--- src/rtl/bcds_pkg.sv ---
// bcds_pkg: types, constants and small digit helpers for the button counter
// and digit scanner; no dependencies, used by every other rtl file
`timescale 1ns / 1ps

package bcds_pkg;

   localparam int unsigned CountWidth = 7;
   localparam int unsigned TimeWidth  = 32;
   localparam int unsigned CsrWidth   = 16;

   localparam logic [CountWidth-1:0] CountMax       = 7'd99;
   localparam logic [CsrWidth-1:0]   LongPressReset = 16'd500;
   localparam logic [TimeWidth-1:0]  PressTimeReset = 32'd1;
   localparam logic [3:0]            Radix          = 4'd10;

   // active-low digit enables for each scan phase
   localparam logic [3:0] SelSumOnes   = 4'h7;
   localparam logic [3:0] SelSumTens   = 4'hB;
   localparam logic [3:0] SelCountOnes = 4'hD;
   localparam logic [3:0] SelCountTens = 4'hE;

   typedef enum logic {
      OP_BUTTON = 1'b0,
      OP_SCAN   = 1'b1
   } op_type;

   typedef enum logic [1:0] {
      PHASE_SUM_ONES   = 2'd0,
      PHASE_SUM_TENS   = 2'd1,
      PHASE_COUNT_ONES = 2'd2,
      PHASE_COUNT_TENS = 2'd3
   } scan_phase_type;

   typedef struct packed {
      op_type                 operation;
      logic                   button_level;
      logic [TimeWidth-1:0]   time_ms;
   } req_item_type;

   typedef struct packed {
      logic [3:0]             digit_select;
      logic [3:0]             bcd_pins;
      logic                   point;
      logic [CountWidth-1:0]  count_value;
   } rsp_item_type;

   // tens digit of a value 0..99, by reciprocal multiply (205 / 2048)
   function automatic logic [3:0] tens_of(input logic [CountWidth-1:0] value);
      logic [14:0] prod;
      prod = 15'(value) * 15'd205;
      return prod[14:11];
   endfunction

   // bcd pins carry the digit msb on bit 0
   function automatic logic [3:0] reverse_nibble(input logic [3:0] digit);
      return {digit[0], digit[1], digit[2], digit[3]};
   endfunction

endpackage

--- src/rtl/bcds_channels.sv ---
// bcds channel interfaces: valid/ready request and response channels
// depends on bcds_pkg for field widths
`timescale 1ns / 1ps

interface bcds_req_if;
   logic                          valid;
   logic                          ready;
   logic                          operation;
   logic                          button_level;
   logic [bcds_pkg::TimeWidth-1:0] time_ms;

   modport source (output valid, output operation, output button_level,
                   output time_ms, input ready);
   modport sink   (input valid, input operation, input button_level,
                   input time_ms, output ready);
endinterface

interface bcds_rsp_if;
   logic                           valid;
   logic                           ready;
   logic [3:0]                     digit_select;
   logic [3:0]                     bcd_pins;
   logic                           point;
   logic [bcds_pkg::CountWidth-1:0] count_value;

   modport source (output valid, output digit_select, output bcd_pins,
                   output point, output count_value, input ready);
   modport sink   (input valid, input digit_select, input bcd_pins,
                   input point, input count_value, output ready);
endinterface

--- src/rtl/bcds_in_stage.sv ---
// bcds_in_stage: input register holding one request item for the core
// depends on bcds_pkg
`timescale 1ns / 1ps

module bcds_in_stage (
   input  logic                   clock,
   input  logic                   reset,
   input  logic                   req_valid,
   output logic                   req_ready,
   input  bcds_pkg::req_item_type req_item,
   output logic                   item_valid,
   output bcds_pkg::req_item_type item,
   input  logic                   item_take
);

   logic                   vld_ff;
   logic                   vld_in;
   bcds_pkg::req_item_type item_ff;
   logic                   load;

   assign req_ready = !vld_ff || item_take;
   assign load      = req_valid && req_ready;

   always_comb begin
      vld_in = vld_ff;
      if (load) begin
         vld_in = 1'b1;
      end else if (item_take) begin
         vld_in = 1'b0;
      end
   end

   always_ff @(posedge clock) begin
      if (reset) begin
         vld_ff <= 1'b0;
      end else begin
         vld_ff <= vld_in;
      end
   end

   always_ff @(posedge clock) begin
      if (load) begin
         item_ff <= req_item;
      end
   end

   assign item_valid = vld_ff;
   assign item       = item_ff;

endmodule

--- src/rtl/bcds_core.sv ---
// bcds_core: count and scan state, digit logic and the result register
// depends on bcds_pkg
`timescale 1ns / 1ps

module bcds_core (
   input  logic                           clock,
   input  logic                           reset,
   input  logic [bcds_pkg::CsrWidth-1:0]  long_press_ms,
   input  logic                           item_valid,
   input  bcds_pkg::req_item_type         item,
   output logic                           item_take,
   output logic                           rsp_valid,
   input  logic                           rsp_ready,
   output bcds_pkg::rsp_item_type         rsp_item
);

   logic [bcds_pkg::CountWidth-1:0] count_ff, count_in;
   logic [bcds_pkg::TimeWidth-1:0]  press_time_ff, press_time_in;
   bcds_pkg::scan_phase_type        phase_ff, phase_in;
   logic [3:0]                      select_ff, select_in;
   logic [3:0]                      bcd_ff, bcd_in;
   logic                            point_ff, point_in;
   logic                            rsp_vld_ff, rsp_vld_in;
   bcds_pkg::rsp_item_type          rsp_ff, rsp_in;

   logic [3:0]                      tens;
   logic [3:0]                      ones;
   logic [4:0]                      sum;
   logic [3:0]                      sum_tens;
   logic [3:0]                      sum_ones;
   logic [3:0]                      digit;
   logic [bcds_pkg::TimeWidth-1:0]  delta;
   logic                            long_release;

   assign item_take = item_valid && (!rsp_vld_ff || rsp_ready);

   always_comb begin
      tens     = bcds_pkg::tens_of(count_ff);
      ones     = 4'(count_ff - 7'(tens) * 7'(bcds_pkg::Radix));
      sum      = 5'(tens) + 5'(ones);
      sum_tens = (sum >= 5'(bcds_pkg::Radix)) ? 4'd1 : 4'd0;
      sum_ones = (sum >= 5'(bcds_pkg::Radix)) ? 4'(sum - 5'(bcds_pkg::Radix))
                                              : sum[3:0];
      // release delay wraps modulo 2^32
      delta        = item.time_ms - press_time_ff;
      long_release = delta > bcds_pkg::TimeWidth'(long_press_ms);
   end

   always_comb begin
      count_in      = count_ff;
      press_time_in = press_time_ff;
      phase_in      = phase_ff;
      select_in     = select_ff;
      bcd_in        = bcd_ff;
      point_in      = point_ff;
      digit         = tens;
      if (item_take) begin
         unique case (item.operation)
            bcds_pkg::OP_BUTTON: begin
               if (item.button_level) begin
                  count_in      = (count_ff >= bcds_pkg::CountMax) ? '0 : count_ff + 7'd1;
                  press_time_in = item.time_ms;
               end else if (long_release) begin
                  count_in = '0;
               end
            end
            bcds_pkg::OP_SCAN: begin
               unique case (phase_ff)
                  bcds_pkg::PHASE_SUM_ONES: begin
                     select_in = bcds_pkg::SelSumOnes;
                     digit     = sum_ones;
                  end
                  bcds_pkg::PHASE_SUM_TENS: begin
                     select_in = bcds_pkg::SelSumTens;
                     digit     = sum_tens;
                  end
                  bcds_pkg::PHASE_COUNT_ONES: begin
                     select_in = bcds_pkg::SelCountOnes;
                     digit     = ones;
                     point_in  = 1'b1;
                  end
                  bcds_pkg::PHASE_COUNT_TENS: begin
                     select_in = bcds_pkg::SelCountTens;
                     digit     = tens;
                     point_in  = 1'b0;
                  end
                  default: begin
                     select_in = select_ff;
                  end
               endcase
               bcd_in   = bcds_pkg::reverse_nibble(digit);
               phase_in = bcds_pkg::scan_phase_type'(2'(phase_ff + 2'd1));
            end
            default: begin
               count_in = count_ff;
            end
         endcase
      end
   end

   always_comb begin
      rsp_vld_in = rsp_vld_ff;
      rsp_in     = rsp_ff;
      if (item_take) begin
         rsp_vld_in          = 1'b1;
         rsp_in.digit_select = select_in;
         rsp_in.bcd_pins     = bcd_in;
         rsp_in.point        = point_in;
         rsp_in.count_value  = count_in;
      end else if (rsp_ready) begin
         rsp_vld_in = 1'b0;
      end
   end

   always_ff @(posedge clock) begin
      if (reset) begin
         count_ff      <= '0;
         press_time_ff <= bcds_pkg::PressTimeReset;
         phase_ff      <= bcds_pkg::PHASE_SUM_ONES;
         select_ff     <= '0;
         bcd_ff        <= '0;
         point_ff      <= 1'b0;
         rsp_vld_ff    <= 1'b0;
      end else begin
         count_ff      <= count_in;
         press_time_ff <= press_time_in;
         phase_ff      <= phase_in;
         select_ff     <= select_in;
         bcd_ff        <= bcd_in;
         point_ff      <= point_in;
         rsp_vld_ff    <= rsp_vld_in;
      end
   end

   always_ff @(posedge clock) begin
      rsp_ff <= rsp_in;
   end

   assign rsp_valid = rsp_vld_ff;
   assign rsp_item  = rsp_ff;

   a_count_range: assert property (@(posedge clock) disable iff (reset)
      count_ff <= bcds_pkg::CountMax)
      else $error("count out of range");

   a_count_wrap: assert property (@(posedge clock) disable iff (reset)
      (item_take && item.operation == bcds_pkg::OP_BUTTON && item.button_level
       && count_ff == bcds_pkg::CountMax) |=> (count_ff == '0))
      else $error("count did not wrap to zero");

   a_scan_one_digit: assert property (@(posedge clock) disable iff (reset)
      (item_take && item.operation == bcds_pkg::OP_SCAN)
      |=> (rsp_vld_ff && $countones(~rsp_ff.digit_select) == 1))
      else $error("scan item did not enable exactly one digit");

   a_phase_steps: assert property (@(posedge clock) disable iff (reset)
      (item_take && item.operation == bcds_pkg::OP_SCAN)
      |=> (phase_ff == 2'($past(phase_ff) + 2'd1)))
      else $error("scan phase did not advance");

endmodule

--- src/rtl/button_counter_digit_scan.sv ---
// button_counter_digit_scan: items pass the input register, then the result register
// throughput one item per cycle while the result is taken; each register holds one item
// ready falls only when both registers are full and the result is not taken
// reset is synchronous, active high: count 0, press time 1, scan phase 0,
// display pins 0, long_press_ms 500, both registers empty
`timescale 1ns / 1ps

module button_counter_digit_scan (
   input  logic                          clock,
   input  logic                          reset,
   input  logic                          csr_wr_en,
   input  logic [bcds_pkg::CsrWidth-1:0] csr_wr_data,
   bcds_req_if.sink                      req_chan,
   bcds_rsp_if.source                    rsp_chan
);

   logic [bcds_pkg::CsrWidth-1:0] long_press_ff;
   bcds_pkg::req_item_type        req_item;
   bcds_pkg::req_item_type        item;
   logic                          item_valid;
   logic                          item_take;
   bcds_pkg::rsp_item_type        rsp_item;

   always_ff @(posedge clock) begin
      if (reset) begin
         long_press_ff <= bcds_pkg::LongPressReset;
      end else if (csr_wr_en) begin
         long_press_ff <= csr_wr_data;
      end
   end

   always_comb begin
      req_item.operation    = bcds_pkg::op_type'(req_chan.operation);
      req_item.button_level = req_chan.button_level;
      req_item.time_ms      = req_chan.time_ms;
   end

   bcds_in_stage u_in_stage (
      .clock      (clock),
      .reset      (reset),
      .req_valid  (req_chan.valid),
      .req_ready  (req_chan.ready),
      .req_item   (req_item),
      .item_valid (item_valid),
      .item       (item),
      .item_take  (item_take)
   );

   bcds_core u_core (
      .clock         (clock),
      .reset         (reset),
      .long_press_ms (long_press_ff),
      .item_valid    (item_valid),
      .item          (item),
      .item_take     (item_take),
      .rsp_valid     (rsp_chan.valid),
      .rsp_ready     (rsp_chan.ready),
      .rsp_item      (rsp_item)
   );

   assign rsp_chan.digit_select = rsp_item.digit_select;
   assign rsp_chan.bcd_pins     = rsp_item.bcd_pins;
   assign rsp_chan.point        = rsp_item.point;
   assign rsp_chan.count_value  = rsp_item.count_value;

endmodule

--- src/flat_wrapper.sv ---
// flat-port wrapper written by rule: the top's interface ports become plain ports
module button_counter_digit_scan_flat 
  (clock, reset, csr_wr_en, csr_wr_data, req_chan_valid, req_chan_operation, req_chan_button_level, req_chan_time_ms, req_chan_ready, rsp_chan_valid, rsp_chan_digit_select, rsp_chan_bcd_pins, rsp_chan_point, rsp_chan_count_value, rsp_chan_ready);
  bcds_req_if req_chan_i ();
  bcds_rsp_if rsp_chan_i ();
  input  logic clock;
  input  logic reset;
  input  logic csr_wr_en;
  input  logic [bcds_pkg::CsrWidth-1:0] csr_wr_data;
  input wire logic [$bits(req_chan_i.valid)-1:0] req_chan_valid;
  input wire logic [$bits(req_chan_i.operation)-1:0] req_chan_operation;
  input wire logic [$bits(req_chan_i.button_level)-1:0] req_chan_button_level;
  input wire logic [$bits(req_chan_i.time_ms)-1:0] req_chan_time_ms;
  output wire logic [$bits(req_chan_i.ready)-1:0] req_chan_ready;
  output wire logic [$bits(rsp_chan_i.valid)-1:0] rsp_chan_valid;
  output wire logic [$bits(rsp_chan_i.digit_select)-1:0] rsp_chan_digit_select;
  output wire logic [$bits(rsp_chan_i.bcd_pins)-1:0] rsp_chan_bcd_pins;
  output wire logic [$bits(rsp_chan_i.point)-1:0] rsp_chan_point;
  output wire logic [$bits(rsp_chan_i.count_value)-1:0] rsp_chan_count_value;
  input wire logic [$bits(rsp_chan_i.ready)-1:0] rsp_chan_ready;
  assign req_chan_i.valid = req_chan_valid;
  assign req_chan_i.operation = req_chan_operation;
  assign req_chan_i.button_level = req_chan_button_level;
  assign req_chan_i.time_ms = req_chan_time_ms;
  assign req_chan_ready = req_chan_i.ready;
  assign rsp_chan_valid = rsp_chan_i.valid;
  assign rsp_chan_digit_select = rsp_chan_i.digit_select;
  assign rsp_chan_bcd_pins = rsp_chan_i.bcd_pins;
  assign rsp_chan_point = rsp_chan_i.point;
  assign rsp_chan_count_value = rsp_chan_i.count_value;
  assign rsp_chan_i.ready = rsp_chan_ready;
  button_counter_digit_scan u_core (.clock(clock), .reset(reset), .csr_wr_en(csr_wr_en), .csr_wr_data(csr_wr_data), .req_chan(req_chan_i), .rsp_chan(rsp_chan_i));
endmodule
--- config.mk ---
export PLATFORM = sky130hd
export DESIGN_NAME = button_counter_digit_scan_flat
export DESIGN_NICKNAME = d
export VERILOG_FILES = /design/src/rtl/bcds_pkg.sv /design/src/rtl/bcds_channels.sv /design/src/rtl/bcds_in_stage.sv /design/src/rtl/bcds_core.sv /design/src/rtl/button_counter_digit_scan.sv /design/src/flat_wrapper.sv
export SDC_FILE = /design/constraint.sdc
export NUM_CORES = 1
export LEC_CHECK = 0
export ABC_AREA = 0
export BUFFER_PORTS_ARGS = -buffer_cell sky130_fd_sc_hd__buf_2
export CAP_MARGIN = 40
export CORE_UTILIZATION = 55
export CTS_BUF_LIST = sky130_fd_sc_hd__clkbuf_4
export CTS_CLUSTER_DIAMETER = 50
export DETAILED_ROUTE_END_ITERATION = 7
export GPL_TIMING_DRIVEN = 0
export PLACE_DENSITY_LB_ADDON = 0.08
export SYNTH_ARGS = -nofsm -noshare
export SYNTH_HDL_FRONTEND = slang
export SYNTH_SLANG_ARGS = --single-unit
--- constraint.sdc ---
create_clock -name clock -period 7.3 [get_ports clock]
set_clock_uncertainty 0.2 [all_clocks]
set_input_delay 0.365 -clock clock [delete_from_list [all_inputs] [get_ports clock]]
set_output_delay 0.365 -clock clock [all_outputs]
set_load 0.01 [all_outputs]
==> results of run 1 <==
-- per-layer routing --
metal	vias up	global-route usage (%)
li1	3389	-
met1	2971	33.4
met2	117	42.0
met3	27	4.98
met4	0	8.80
met5	-	0
-- cell usage after synthesis, types with 5 or more instances --
| cell | instances | share of area (%) |
|---|---|---|
| a211oi_1 | 7 | 0.67 |
| a21boi_0 | 5 | 0.48 |
| a21o_1 | 13 | 1.3 |
| a21oi_1 | 91 | 5.8 |
| a221oi_1 | 6 | 0.67 |
| and2_1 | 10 | 0.80 |
| clkbuf_1 | 24 | 1.2 |
| dfxtp_1 | 68 | 17 |
| edfxtp_1 | 50 | 19 |
| fa_1 | 11 | 2.8 |
| ha_1 | 100 | 16 |
| inv_1 | 91 | 4.4 |
| mux2i_1 | 13 | 1.7 |
| nand2_1 | 122 | 5.9 |
| nand3_1 | 22 | 1.4 |
| nand4_1 | 8 | 0.64 |
| nor2_1 | 58 | 2.8 |
| nor2b_1 | 6 | 0.48 |
| nor3_1 | 19 | 1.2 |
| o211ai_1 | 13 | 1.3 |
| o21a_1 | 9 | 0.87 |
| o21ai_0 | 29 | 1.9 |
| o22ai_1 | 5 | 0.40 |
| xnor2_1 | 22 | 2.5 |
| xor2_1 | 9 | 1.0 |
-- through the flow --
stage	util [%]	cells	instance area (sq um)	hold slack (ns)
floorplan	-	879	7800	0.236
global placement	60.4	1130	8380	0.242
detailed placement	60.6	1131	8410	0.248
CTS	66.7	1219	9250	0.178
global route	66.7	1220	9260	0.262
finish	66.7	1220	9260	0.249
-- power by group through the flow --
stage / registers [mW] / clock network [mW] / logic, mW
CTS: 0.731 / 0.487 / 0.288
global route: 0.735 / 0.513 / 0.329
global placement: 0.746 / 0 / 0.259
finish: 0.731 / 0.471 / 0.291
detailed placement: 0.746 / 0 / 0.264
floorplan: 0.745 / 0 / 0.190
-- cells by family after synthesis --
family	Yosys count
AOI/OAI and AO/OA	215
buffers and inverters	121
adders and majority gates	111
muxes	16
DFF	118
and+or+nand+nor	267
xor gates and xnor gates	31
-- worst paths after layout --
check | start | end | cells after the start
min reg2reg | u_core.u_core.press_time_ff[21] | u_core.u_core.press_time_ff[21] | 2
max | u_core.u_core.count_ff[3] | u_core.u_core.bcd_ff[3] | 26
max reg2reg | u_core.u_core.count_ff[3] | u_core.u_core.bcd_ff[3] | 26
min | csr_wr_en | u_core.long_press_ff[6] | 4
-- worst max-delay path: cells and delay by family (launching register included) --
family,cells,cell delay (ns)
adder cells (fa/ha/maj),8,2.80
AO/OA/AOI/OAI,7,1.35
XOR/XNOR,2,0.70
flip-flops,1,0.60
AND/OR/NAND/NOR,5,0.52
buffers and inverters,4,0.33
-- sequential cells by signal (all words and copies together) (netlist names) --
signal                        cells
u_core.u_in_stage.item           34
u_core.u_core.press_time_ff      32
u_core.long_press_ff             16
u_core.u_core.rsp_item           16
u_core.u_core.count_ff            7
u_core.u_core.bcd_ff              4
u_core.u_core.select_ff           4
u_core.u_core.phase_ff            2
u_core.u_core.point_ff            1
u_core.u_core.rsp_valid           1
u_core.u_in_stage.item_valid      1
-- what timing repair did --
item | in CTS | in global routing
hold endpoints to repair | 54 | 0
hold buffers | 56 | 0
gates resized for setup | 0 | 0
-- area by class of cell --
cell class / count / area (sq um)
inverter: 91 / 342
multi-input combinational: 640 / 4480
clock inverter: 12 / 130
buffer: 30 / 118
sequential: 118 / 2860
timing repair buffer: 128 / 943
clock buffer: 20 / 150
antenna: 1 / 2.50
fill: 1206 / 4620
tap: 180 / 225
==> impl_metrics.env, run 1 <==
export IMPL_status="finished clean"
export IMPL_synth_top_family_by_area="adder cells"
export IMPL_core_area_sq_um=13900
export IMPL_syn_inst=879
export IMPL_irDropWorstVdd_v=0.000166
export IMPL_wl_per_cell_um=14.3
export IMPL_clock_path_buffers=2
export IMPL_grt_first_pass_wirelength_um=29200
export IMPL_finalSetupViolations=0
export IMPL_place_congestion=0.903
export IMPL_wl_met3_um=510
export IMPL_cap_violations=0
export IMPL_r2r_slack_ns=0.72
export IMPL_drt_initial_drc_count=456
export IMPL_comb_power_share_pct=19.5
export IMPL_ys_seq_elements=118
export IMPL_routed_top_layer="met4"
export IMPL_dp_slack_ns=0.706
export IMPL_relSlewSlack_pct=52.0
export IMPL_hold_viol_final=0
export IMPL_overflow=0
export IMPL_layout_commonest_cell="nand2_1"
export IMPL_dp_hpwl_um=12900
export IMPL_synth_simple_area_share_pct=15.3
export IMPL_drive_above_1_share_pct=11.9
export IMPL_clk_latency_ns=0.55
export IMPL_synthMuxAreaShare_pct=2.10
export IMPL_areaGrowthSynthToFinish_pct=18.6
export IMPL_synth_compound_area_share_pct=17.7
export IMPL_fin_crit_ns=6.58
export IMPL_fin_nets=1192
export IMPL_syn_area_sq_um=7800
export IMPL_slowest_stage="dfxtp_1"
export IMPL_fin_crit_sh_pct=90.2
export IMPL_cts_htree_levels=4
export IMPL_final_cell_mix="nand2_1 (122), ha_1 (100), inv_1 (91), a21oi_1 (91), buf_2 (75)"
export IMPL_cts_root_buffer="clkbuf_4"
export IMPL_postCtsSetupBuffers=0
export IMPL_clk_pin_slew_worst_paths_ns=0.11
export IMPL_grt_usage_pct=25.5
export IMPL_drc=0
export IMPL_dieArea_sq_um=14700
export IMPL_synth_area_per_cell_sq_um=8.88
export IMPL_crit_fanout=10
export IMPL_initial_core_util_pct=56.2
export IMPL_max_stage_delay_ns=0.60
export IMPL_crit_required_ns=7.56
export IMPL_rsz0062_at_grt="false"
export IMPL_path_common_cell="ha_1"
export IMPL_path_class="reg -> reg"
export IMPL_antenna_found_initial=1
export IMPL_powerDensity_nw_per_um2=161
export IMPL_grt_max_degree=23
export IMPL_drtPass1Iterations=5
export IMPL_totalWireLength_um=17400
export IMPL_p_int_mw=1.06
export IMPL_total_leakage_power_nw=4.02
export IMPL_synth_xor_area_share_pct=3.48
export IMPL_numCtsBuffers=17
export IMPL_timing_fmax_mhz=152
export IMPL_via_per_inst=5.33
export IMPL_postRouteAntennaNets=0
export IMPL_clockPowerShare_pct=31.6
export IMPL_tns_ns=0
export IMPL_hp_class="in -> reg"
export IMPL_cp_end_kind="flip-flop"
export IMPL_ys_flop_type="dfxtp_1"
export IMPL_layout_setup_ws_ns=0.718
export IMPL_yosys_area_share_adder_pct=18.9
export IMPL_yosys_warnings=0
export IMPL_synth_edf_count=50
export IMPL_io_buffers=71
export IMPL_die_x_um=121
export IMPL_worst_slew_pin_slew_ns=0.721
export IMPL_cts_tree="built"
export IMPL_io_pins=73
export IMPL_grt_pass1_vias=6086
export IMPL_wl_met1_um=8310
export IMPL_fp_dieH_um=121
export IMPL_startpoint_type="flip-flop"
export IMPL_report_power_total_mw=1.49
export IMPL_wl_met2_um=8300
export IMPL_pwr_share_seq_pct=49.0
export IMPL_async_reset_ff_share_pct=0
export IMPL_drv_slew=0
export IMPL_num_vias=6504
export IMPL_switching_share_pct=29.1
export IMPL_cts_sinks=118
export IMPL_syn_num_nets=1045
export IMPL_critPathArrivalTime_ns=6.84
export IMPL_p_sw_mw=0.435
export IMPL_yosysSeqAreaShare_pct=36.7
export IMPL_core_rowCount=43
export IMPL_yosys_cell_types_count=61
Note: power is estimated with default switching activity, not from simulation.
==> inputs of run 2 (changes only) <==
REMOVE_ABC_BUFFERS = 1   (was unset)
==> impl_metrics.env, run 2 (synthesis results as in run 1) <==
export IMPL_areaGrowthSynthToFinish_pct=17.5
export IMPL_drtPass1Iterations=7
export IMPL_drive_above_1_share_pct=12.3
export IMPL_timing_fmax_mhz=152
export IMPL_grt_pass1_vias=6373
export IMPL_dp_cells=1105
export IMPL_r2r_end="u_core.u_core.rsp_item[9]"
export IMPL_crit_fanout=10
export IMPL_initial_core_util_pct=56.2
export IMPL_num_vias=6581
export IMPL_reg2reg_depth=24
export IMPL_antenna_found_initial=0
export IMPL_dp_slack_ns=0.756
export IMPL_cts_root_buffer="clkbuf_4"
export IMPL_final_cells=1190
export IMPL_grt_usage_pct=26.1
export IMPL_crit_required_ns=7.40
export IMPL_via_per_inst=5.53
export IMPL_stdcell_area_sq_um=9170
export IMPL_drc=0
export IMPL_fp_dieH_um=121
export IMPL_tns_ns=0
export IMPL_status="finished clean"
export IMPL_io_buffers=72
export IMPL_fin_crit_ns=6.59
export IMPL_cts_tree="built"
export IMPL_core_rowCount=43
export IMPL_crit_end="u_core.u_core.rsp_item[9]"
export IMPL_numCtsBuffers=17
export IMPL_dp_hpwl_um=13500
export IMPL_cts_sinks=118
export IMPL_r2r_slack_ns=0.71
export IMPL_critPathArrivalTime_ns=6.69
export IMPL_final_cell_mix="nand2_1 (122), ha_1 (100), inv_1 (91), a21oi_1 (91), buf_2 (72)"
export IMPL_powerDensity_nw_per_um2=162
export IMPL_clk_pin_slew_worst_paths_ns=0.12
export IMPL_overflow=0
export IMPL_relSlewSlack_pct=51.8
export IMPL_fin_crit_sh_pct=90.3
export IMPL_layout_setup_ws_ns=0.708
export IMPL_cap_violations=0
export IMPL_finalSetupViolations=0
export IMPL_grt_first_pass_wirelength_um=29900
export IMPL_cp_end_kind="flip-flop"
export IMPL_postCtsSetupBuffers=0
export IMPL_grt_max_degree=34
export IMPL_hold_viol_final=0
export IMPL_hp_class="in -> reg"
export IMPL_worst_slew_pin_slew_ns=0.722
export IMPL_total_leakage_power_nw=4.00
export IMPL_report_power_total_mw=1.49
export IMPL_irDropWorstVdd_v=0.000160
export IMPL_clk_latency_ns=0.55
export IMPL_largest_reg_flops=34
export IMPL_fin_nets=1163
export IMPL_n_antenna_cell=0
export IMPL_startpoint="u_core.u_core.count_ff[3]"
export IMPL_die_x_um=121
export IMPL_totalWireLength_um=18000
export IMPL_path_class="reg -> reg"
export IMPL_io_pins=73
export IMPL_clock_path_buffers=2
export IMPL_drt_initial_drc_count=333
export IMPL_wl_per_cell_um=15.1
export IMPL_placed_cell_area_sq_um=8370
export IMPL_dieArea_sq_um=14700
export IMPL_place_congestion=0.930
export IMPL_cts_htree_levels=4
export IMPL_postRouteAntennaNets=0
export IMPL_startpoint_type="flip-flop"
export IMPL_core_area_sq_um=13900
export IMPL_layout_commonest_cell="nand2_1"
export IMPL_rsz0062_at_grt="false"
export IMPL_r2r_start="u_core.u_core.count_ff[3]"
export IMPL_drv_slew=0
[run 2: layout make-up]
class	count	area (sq um)
Clock buffer	17	128
Clock inverter	15	141
Fill cell	1193	4710
Inverter	91	342
Multi-Input combinational cell	640	4480
Sequential cell	118	2860
Tap cell	180	225
Timing Repair Buffer	129	986
[run 2: layer usage]
metal	global-route usage, %	share of wire (%)
met5	0	0
met1	32.2	46
met2	45.3	49
met3	4.46	3.7
met4	9.72	1.8
[run 2: report_power, final]
| part | internal (mW) | switching, mW |
|---|---|---|
| Sequential | 0.717 | 0.0146 |
| Combinational | 0.128 | 0.164 |
| Clock | 0.176 | 0.289 |
| Total | 1.02 | 0.468 |
[run 2: how the worst min path moves through the flow]
stage	start	end	slack, ns	cells past startpoint
3_5_place_dp	u_core.u_core.press_time_ff[16]	u_core.u_core.press_time_ff[16]	0.25	2
6_report	reset	u_core.u_core.press_time_ff[25]	0.10	2
4_1_cts	reset	u_core.u_core.press_time_ff[22]	0.07	2
2_1_floorplan	u_core.u_core.press_time_ff[10]	u_core.u_core.press_time_ff[10]	0.23	2
3_3_place_gp	u_core.u_core.press_time_ff[12]	u_core.u_core.press_time_ff[12]	0.24	2
5_1_grt	csr_wr_en	u_core.long_press_ff[6]	0.09	3
[run 2: what timing repair did]
item	in CTS	in global routing
hold endpoints to repair	52	0
hold buffers	53	0
gates resized for setup	0	0
[run 2: worst max-delay path, cell delays in order, from the launching register on]
cell and delay (ns):
dfxtp_1 0.57, inv_1 0.15, ha_1 0.35, ha_1 0.29
inv_1 0.05, fa_1 0.40, fa_1 0.49, inv_1 0.04
ha_1 0.26, a31o_2 0.14, a21oi_1 0.06, o21ai_0 0.27
nor2_1 0.11, xnor2_1 0.48, ha_1 0.28, fa_1 0.42
inv_1 0.09, ha_1 0.26, xnor2_1 0.27, ha_1 0.25
nand2_1 0.05, a21boi_0 0.43, mux2i_1 0.19, o22ai_1 0.18
nor2_1 0.07
[run 2: per-stage QoR]
stage	util [%]	hold slack [ns]
2_1_floorplan	-	0.230
3_3_place_gp	59.6	0.242
3_5_place_dp	60.3	0.249
4_1_cts	66.0	0.0659
5_1_grt	66.0	0.0942
6_report	66.0	0.101
==> inputs of run 3 (changes only) <==
CORE_MARGIN = 2   (was unset)
CORE_UTILIZATION = 30   (was 55)
==> impl_metrics.env, run 3 (synthesis results as in run 1) <==
export IMPL_fin_crit_sh_pct=91.0
export IMPL_antenna_found_initial=1
export IMPL_clk_pin_slew_worst_paths_ns=0.13
export IMPL_core_area_sq_um=25800
export IMPL_drive_above_1_share_pct=12.5
export IMPL_clock_path_buffers=2
export IMPL_ctsResizeCount=0
export IMPL_tns_ns=0
export IMPL_place_congestion=0.806
export IMPL_numCtsBuffers=17
export IMPL_drt_initial_drc_count=277
export IMPL_r2r_end="u_core.u_core.bcd_ff[3]"
export IMPL_via_per_inst=4.67
export IMPL_slowest_stage="dfxtp_1"
export IMPL_drc=0
export IMPL_timing_fmax_mhz=150
export IMPL_num_vias=6289
export IMPL_whs_endpoint="u_core.long_press_ff[13]"
export IMPL_die_x_um=165
export IMPL_worst_slew_pin_slew_ns=0.739
export IMPL_cts_sinks=118
export IMPL_io_pins=73
export IMPL_layout_setup_ws_ns=0.654
export IMPL_cts_htree_levels=4
export IMPL_grt_first_pass_wirelength_um=31800
export IMPL_grt_pass1_vias=6101
export IMPL_path_common_cell="ha_1"
export IMPL_cts_root_buffer="clkbuf_4"
export IMPL_areaGrowthSynthToFinish_pct=19.6
export IMPL_overflow=0
export IMPL_crit_required_ns=7.57
export IMPL_finalSetupViolations=0
export IMPL_startpoint_type="flip-flop"
export IMPL_irDropWorstVdd_v=0.0000700
export IMPL_drv_slew=0
export IMPL_postRouteAntennaNets=0
export IMPL_rsz0062_at_grt="false"
export IMPL_cp_end_kind="flip-flop"
export IMPL_reg2reg_depth=26
export IMPL_totalWireLength_um=19500
export IMPL_crit_fanout=10
export IMPL_powerDensity_nw_per_um2=160
export IMPL_total_leakage_power_nw=3.97
export IMPL_relSlewSlack_pct=50.7
export IMPL_hp_class="in -> reg"
export IMPL_dp_slack_ns=0.600
export IMPL_dieArea_sq_um=27300
export IMPL_path_class="reg -> reg"
export IMPL_hold_viol_final=0
export IMPL_placed_cell_area_sq_um=8540
export IMPL_wl_per_cell_um=14.5
export IMPL_largest_reg_flops=34
export IMPL_drtPass1Iterations=5
export IMPL_fp_dieH_um=165
export IMPL_fin_crit_ns=6.65
export IMPL_r2r_slack_ns=0.65
export IMPL_stdcell_area_sq_um=9340
export IMPL_io_buffers=72
export IMPL_r2r_start="u_core.u_core.count_ff[3]"
export IMPL_cts_tree="built"
export IMPL_hp_start="reset"
export IMPL_layout_commonest_cell="nand2_1"
export IMPL_core_rowCount=59
export IMPL_final_cell_mix="nand2_1 (122), ha_1 (100), inv_1 (91), a21oi_1 (91), buf_2 (72)"
export IMPL_max_stage_delay_ns=0.62
export IMPL_initial_core_util_pct=30.3
export IMPL_dp_hpwl_um=14800
export IMPL_grt_max_degree=31
export IMPL_status="finished clean"
export IMPL_hold_path_cell_count=2
export IMPL_fin_nets=1163
export IMPL_clk_latency_ns=0.56
export IMPL_grt_usage_pct=15.0
export IMPL_cap_violations=0
export IMPL_critPathArrivalTime_ns=6.92
==> run 3: changes by cell type in the layout (fill, tap and decap cells not counted) <==
cell	previous run	this run
clkbuf_4	17	18
inv_4	1	0
clkinv_1	2	0
diode_2	0	1
clkinv_2	0	2
clkinvlp_4	1	5
inv_8	1	0
clkinv_4	3	4
buf_8	0	2
buf_16	2	0
inv_6	6	2
==> run 3: layer usage <==
metal	vias up	part of all wire, %	global-route usage (%)
li1	3335	-	-
met2	78	46	24.7
met5	-	0	0
met1	2865	50	20.2
met3	11	2.3	3.15
met4	0	0.94	3.72
==> run 3: critical path, delay by kind of cell (launching register included) <==
family | cells | cell delay [ns]
adders and majority gates | 8 | 2.81
AOI/OAI and AO/OA | 7 | 1.30
xor gates and xnor gates | 2 | 0.78
DFF | 1 | 0.62
and+or+nand+nor | 5 | 0.53
buffers and inverters | 4 | 0.34
==> run 3: worst max-delay path by stage <==
| stage | to | slack (ns) | start | depth (start not counted) |
|---|---|---|---|---|
| 2_1_floorplan | u_core.u_core.rsp_item[9] | 1.51 | u_core.u_core.count_ff[3] | 25 |
| 3_3_place_gp | u_core.u_core.bcd_ff[3] | 0.58 | u_core.u_core.count_ff[3] | 26 |
| 3_5_place_dp | u_core.u_core.bcd_ff[3] | 0.60 | u_core.u_core.count_ff[3] | 26 |
| 4_1_cts | u_core.u_core.bcd_ff[3] | 0.59 | u_core.u_core.count_ff[3] | 26 |
| 5_1_grt | u_core.u_core.rsp_item[9] | 0.07 | u_core.u_core.count_ff[3] | 25 |
| 6_report | u_core.u_core.bcd_ff[3] | 0.65 | u_core.u_core.count_ff[3] | 26 |
==> run 3: where the power goes <==
group          leakage, nW  switching [mW]  internal, mW
logic                 2.80           0.163         0.127
registers             1.04          0.0150         0.717
clock network        0.131           0.301         0.174
total                 3.97           0.479          1.02
==> run 3: layout make-up <==
| type | instances | area (sq um) |
|---|---|---|
| Inverter | 91 | 342 |
| Clock buffer | 18 | 135 |
| Clock inverter | 14 | 130 |
| Multi-Input combinational cell | 640 | 4480 |
| Tap cell | 335 | 419 |
| Timing Repair Buffer | 129 | 961 |
| Sequential cell | 118 | 2860 |
| Antenna cell | 1 | 2.50 |
| Fill cell | 2685 | 16400 |
==> run 3: repair_timing <==
action / in CTS / in global routing
hold buffers: 53 / 0
hold endpoints to repair: 52 / 0
setup buffers: 0 / 0
==> run 3: per-stage QoR <==
step	util, %	instances	total power [mW]	hold slack (ns)
floorplan	-	849	0.927	0.230
global placement	32.9	1256	1.02	0.242
detailed placement	33.1	1260	1.02	0.246
CTS	36.2	1345	1.53	0.0815
global route	36.2	1346	1.60	0.106
finish	36.2	1346	1.50	0.113
